`config.mk`:
```
export PLATFORM = sky130hd
export DESIGN_NAME = mq_div
export DESIGN_NICKNAME = d
export VERILOG_FILES = /design/src/hdl/mq_pkg.sv /design/src/hdl/mq_div.sv
export SDC_FILE = /design/constraint.sdc
export NUM_CORES = 1
export LEC_CHECK = 0
export BUFFER_PORTS_ARGS = -buffer_cell sky130_fd_sc_hd__buf_4
export CORE_MARGIN = 2
export CORE_UTILIZATION = 32
export CTS_CLUSTER_SIZE = 40
export DETAILED_ROUTE_END_ITERATION = 8
export PLACE_DENSITY = 0.49
export REMOVE_ABC_BUFFERS = 1
export SLEW_MARGIN = 30
export SYNTH_ARGS = -nofsm -noshare
export SYNTH_HDL_FRONTEND = slang
export SYNTH_SLANG_ARGS = --single-unit
```
`constraint.sdc`:
```
create_clock -name clock -period 6.2 [get_ports clock]
set_input_delay 0.62 -clock clock [delete_from_list [all_inputs] [get_ports clock]]
set_output_delay 0.62 -clock clock [all_outputs]
set_load 0.02 [all_outputs]
```
`src/hdl/mq_pkg.sv`:
```
// Package: widths, stage counts and pivot codes for the matrix-to-quaternion core.
`default_nettype none
package mq_pkg;

   localparam int FRAC_BITS = 16;
   localparam int IN_W      = 18;
   localparam int OUT_MAX   = (1 << (IN_W - 1)) - 1;

   // radicand, signed
   localparam int RAD_W = (IN_W + 2 > FRAC_BITS + 2) ? IN_W + 2 : FRAC_BITS + 2;

   // square root: radicand << (FRAC_BITS-2), padded to an even width
   localparam int SQ_RAW_W  = RAD_W - 1 + FRAC_BITS - 2;
   localparam int SQ_IN_W   = SQ_RAW_W + (SQ_RAW_W % 2);
   localparam int SQ_ITERS  = SQ_IN_W / 2;
   localparam int P_W       = SQ_ITERS;
   localparam int SQ_PER    = 2;
   localparam int SQ_STAGES = (SQ_ITERS + SQ_PER - 1) / SQ_PER;

   // pair sums / differences and the scaled divide
   localparam int D_W       = IN_W + 1;
   localparam int DEN_W     = P_W + 2;
   localparam int NUM_W     = D_W + FRAC_BITS + 1;
   localparam int Q_W       = IN_W;
   localparam int REM_W     = (NUM_W > DEN_W + Q_W) ? NUM_W : DEN_W + Q_W;
   localparam int DV_PER    = 2;
   localparam int DV_STAGES = (Q_W + DV_PER - 1) / DV_PER;
   localparam int DIV_LAT   = 1 + DV_STAGES;

   localparam int SIDE_LAT  = SQ_STAGES + DIV_LAT;

   typedef enum logic [1:0] {
      KIND_TRACE = 2'd0,
      KIND_X     = 2'd1,
      KIND_Y     = 2'd2,
      KIND_Z     = 2'd3
   } kind_type;

endpackage
`default_nettype wire

```
`src/hdl/mq_div.sv`:
```
// Pipelined scaled divide: |d| * 2^FRAC_BITS / (4p), rounded, with overflow flag.
`default_nettype none
module mq_div (
   input  wire logic                            clock,
   input  wire logic                            en,
   input  wire logic signed [mq_pkg::D_W-1:0]   d,
   input  wire logic        [mq_pkg::P_W-1:0]   p,
   output      logic        [mq_pkg::Q_W-1:0]   q_out,
   output      logic                            neg_out,
   output      logic                            ovf_out
);
   import mq_pkg::*;

   logic [REM_W-1:0] rem_ff [DIV_LAT];
   logic [REM_W-1:0] rem_in [DIV_LAT];
   logic [DEN_W-1:0] den_ff [DIV_LAT];
   logic [DEN_W-1:0] den_in [DIV_LAT];
   logic [Q_W-1:0]   q_ff   [DIV_LAT];
   logic [Q_W-1:0]   q_in   [DIV_LAT];
   logic             neg_ff [DIV_LAT];
   logic             neg_in [DIV_LAT];
   logic             ovf_ff [DIV_LAT];
   logic             ovf_in [DIV_LAT];

   always_comb begin
      logic [D_W-1:0]   mag;
      logic [NUM_W-1:0] num;
      logic [DEN_W-1:0] den;
      logic [REM_W-1:0] rr, sub;
      logic [Q_W-1:0]   qq;
      int               k;
      // setup stage: magnitude, rounded numerator, overflow test
      mag       = d[D_W-1] ? D_W'(-d) : D_W'(d);
      den       = {p, 2'b00};
      num       = (NUM_W'(mag) << FRAC_BITS) + NUM_W'({p, 1'b0});
      rem_in[0] = REM_W'(num);
      den_in[0] = den;
      q_in[0]   = '0;
      neg_in[0] = d[D_W-1];
      ovf_in[0] = REM_W'(num) >= (REM_W'(den) << Q_W);
      for (int s = 1; s < DIV_LAT; s++) begin
         rr = rem_ff[s-1];
         qq = q_ff[s-1];
         for (int j = 0; j < DV_PER; j++) begin
            k = Q_W - 1 - ((s - 1) * DV_PER + j);
            if (k >= 0) begin
               sub = REM_W'(den_ff[s-1]) << k;
               if (rr >= sub) begin
                  rr = rr - sub;
                  qq[k] = 1'b1;
               end
            end
         end
         rem_in[s] = rr;
         den_in[s] = den_ff[s-1];
         q_in[s]   = qq;
         neg_in[s] = neg_ff[s-1];
         ovf_in[s] = ovf_ff[s-1];
      end
   end

   always_ff @(posedge clock) begin
      if (en) begin
         for (int s = 0; s < DIV_LAT; s++) begin
            rem_ff[s] <= rem_in[s];
            den_ff[s] <= den_in[s];
            q_ff[s]   <= q_in[s];
            neg_ff[s] <= neg_in[s];
            ovf_ff[s] <= ovf_in[s];
         end
      end
   end

   assign q_out   = q_ff[DIV_LAT-1];
   assign neg_out = neg_ff[DIV_LAT-1];
   assign ovf_out = ovf_ff[DIV_LAT-1];
endmodule
`default_nettype wire
```
==> results by group <==
Power and ir drop
  – Worst vdd ir: approximately 0.00030 V
  – Leakage Power: roughly 17 nW
  – Overall power: around 25 mW
  – Cell Pwr Density: roughly 570 nW/um^2

Critical path
  – WP buf/inv: 6
  – Worst setup SP type: flip-flop
  – Slowest cell delay on critical path: ~0.56 ns
  – Slowest stage cell, crit path: or4b_4
  – Crit end category: flip-flop
  – CP delay by family, top: simple AND/OR/NAND/NOR gates
  – Critical Path Fanout Max: 10
  – CP most frequent cell: a21oi_2
  – Worst path required time: ~6.6 ns
  – Critical path arrival: about 6.4 ns
  – Crit Path Category: reg -> reg

Global route
  – GRT Resource Usage Total: 16.73%
  – Initial antenna violation count: 2
  – Number of global-route vias before repair: around 28000
  – Largest net degree at the start of global routing: about 170
  – First-pass GRT wire length: 161.6 mm
  – Overflow left after global routing: 0

Finish
  – Layout cell share with drive strength beyond 1: 12.36%
  – Area Overhead vs Synth: 14.97%
  – Design area: between 40000 and 50000 um^2
  – Finished Layout Cells: ~5700
  – Most frequent cells in the layout: edfxtp_1 (493), ha_1 (324), nand2_1 (323)
  – Commonest non-fill, non-tap cell in the layout: edfxtp_1
  – Final core utilization: 37.24%
  – Final #Nets: roughly 4500

Clocking
  – CTS HTree Levels: 2
  – Clk pin slew, worst setup/hold paths: approximately 0.060 ns
  – CTS root buf: clkbuf_16
  – Later-pin clock latency in the skew report: between 0.6 and 0.7 ns
  – TritonCTS sink count: between 400 and 500
  – Num CTS Buffers: slightly below 60
  – Post-CTS Hold Buffers: 0
  – CTS tree: built
  – Clock Path Buffers: 3

Route
  – Vias: 29680
  – Via-per-instance ratio: roughly 5.2
  – First-pass detailed-route iteration total: 5
  – Final wirelength: 104.0 mm
  – Per-cell routed wire length: ~18 um
  – DRC: 0
  – DRT iter0 DRCs: between 2000 and 2500
  – Detail Route Antenna Nets: 0

STA
  – Highest clock rate: approximately 170 MHz
  – Max Slew Vio Count: 0
  – Hold Vio Cnt, Final: 0
  – Slew @ Worst Pin: 1.004 ns
  – Final setup vio count: 0
  – Final WS setup: 0.2092 ns
  – Period minus WS final: between 5 and 6 ns
  – Setup TNS: 0 ns
  – Final Hold Slack: approximately 0.17 ns
  – Clk_skew: roughly 0.026 ns
  – Max-slew headroom: about 33%
  – Fin crit share: a little over nine tenths

Synth
  – Syn Std Cell Area: roughly 38000 um^2
  – Sequential share of the synthesized area: 39.22%
  – Synth top area share: about two fifths
  – Dominant cell type by area after synthesis: edfxtp_1
  – Yosys Warn Count: 0
  – Gate Count Post-Synth: about 3900
  – Ys async rst share: 0%
  – Largest cells by area after synthesis: edfxtp_1 (39%), ha_1 (11%), xnor2_1 (4.9%)
  – Post-synth cell types: between 100 and 150
  – Syn avg cell area: 9.697 um^2
  – Yosys reg bits: between 400 and 500
  – Prevailing post-synth register cell: edfxtp_1
  – Post-synth EDFFs: 493

Placed design
  – I/O Buffers: 57
  – Dpl cells: about 5600
  – DP Wirelength: around 82 mm
  – Placed inst area: 41100 um^2
  – Place WS: -0.01828 ns
  – Gpl congestion: around 0.9

Die
  – Die area: 120700 um^2
  – Starting density of the core: about a third
  – Chip Width: around 350 um
  – Die H: ~350 um
  – IO Pins: slightly below 60
  – Row cnt: 125
  – Core area: roughly 120000 um^2

Status
  – Status: finished, final reports clean

Worst hold path
  – Hold crit path type: in -> reg

Flow run
  – Max-cap check violation count: 0
[state kept, by name, summed over array words and instances (netlist names)]
name / count
den_ff: 93
neg_ff: 10
ovf_ff: 10
q_ff: 90
rem_ff: 290
[cells in the mapped netlist (all sizes together), types with 28 or more instances]
cell type	count
edfxtp	493
ha	324
nand2	324
a21oi	320
nor2	294
inv	264
o21ai	228
xnor2	212
xor2	131
a21o	126
nor3	93
mux2	90
nand3	83
nand2b	60
nor4	60
clkbuf	57
nand4	56
nor2b	50
o21a	43
o31ai	35
and3	34
or4	28
[layout make-up]
class / instances / area, um^2
diodes: 2 / 5.005
clock buffers: 66 / 1481
multi-input cells: 3051 / 21800
well taps: 1524 / 1907
clock inverters: 40 / 392.9
inverters: 265 / 1001
fillers: 11650 / 73120
repair buffers: 244 / 2006
flip-flops and latches: 493 / 14800
[per-layer routing]
layer / track usage, % / up-vias / part of all wire (%)
met5: 0 / - / 0
met4: 3.478 / 0 / 1.6
met3: 1.849 / 107 / 4.1
met2: 27.37 / 533 / 46
met1: 23.77 / 14080 / 49
li1: - / 14970 / -
[timing repair]
item / in CTS / in global routing
gates resized for setup: 0 / 66
buffers inserted: 1 / 18
cloned: 0 / 1
setup endpoints to repair: 1 / 186
pin swaps: 1 / 20
[final timing paths]
path | start | endpoint | slack (ns) | cells after the start
max | rem_ff[3][13] | rem_ff[4][34] | 0.21 | 28
min | p[7] | den_ff[0][9] | 0.17 | 1
max reg2reg | rem_ff[3][13] | rem_ff[4][34] | 0.21 | 28
min reg2reg | neg_ff[0] | neg_ff[1] | 0.42 | 0
[logic make-up (layout without fill, tap and decap cells)]
| group | after synthesis | in the layout | share of synthesized area, % |
|---|---|---|---|
| other cells | 1 | 4 | 0.009936 |
| compound gates | 1012 | 1012 | 17.30 |
| simple gates | 1246 | 1246 | 16.99 |
| buf+inv | 349 | 615 | 3.647 |
| fa+ha+maj | 342 | 342 | 11.70 |
| flops | 493 | 493 | 39.22 |
| xor+xnor | 343 | 343 | 7.960 |
| mux | 106 | 106 | 3.169 |
[report_power, final]
group	total [mW]	leakage, nW	internal [mW]	switching [mW]
combinational	15.3	11.4	6.89	8.43
sequential	5.98	4.72	5.16	0.817
clock	3.38	0.899	1.93	1.45
total	24.7	17.0	14.0	10.7
No activity file was read; power rests on OpenSTA's default activity.
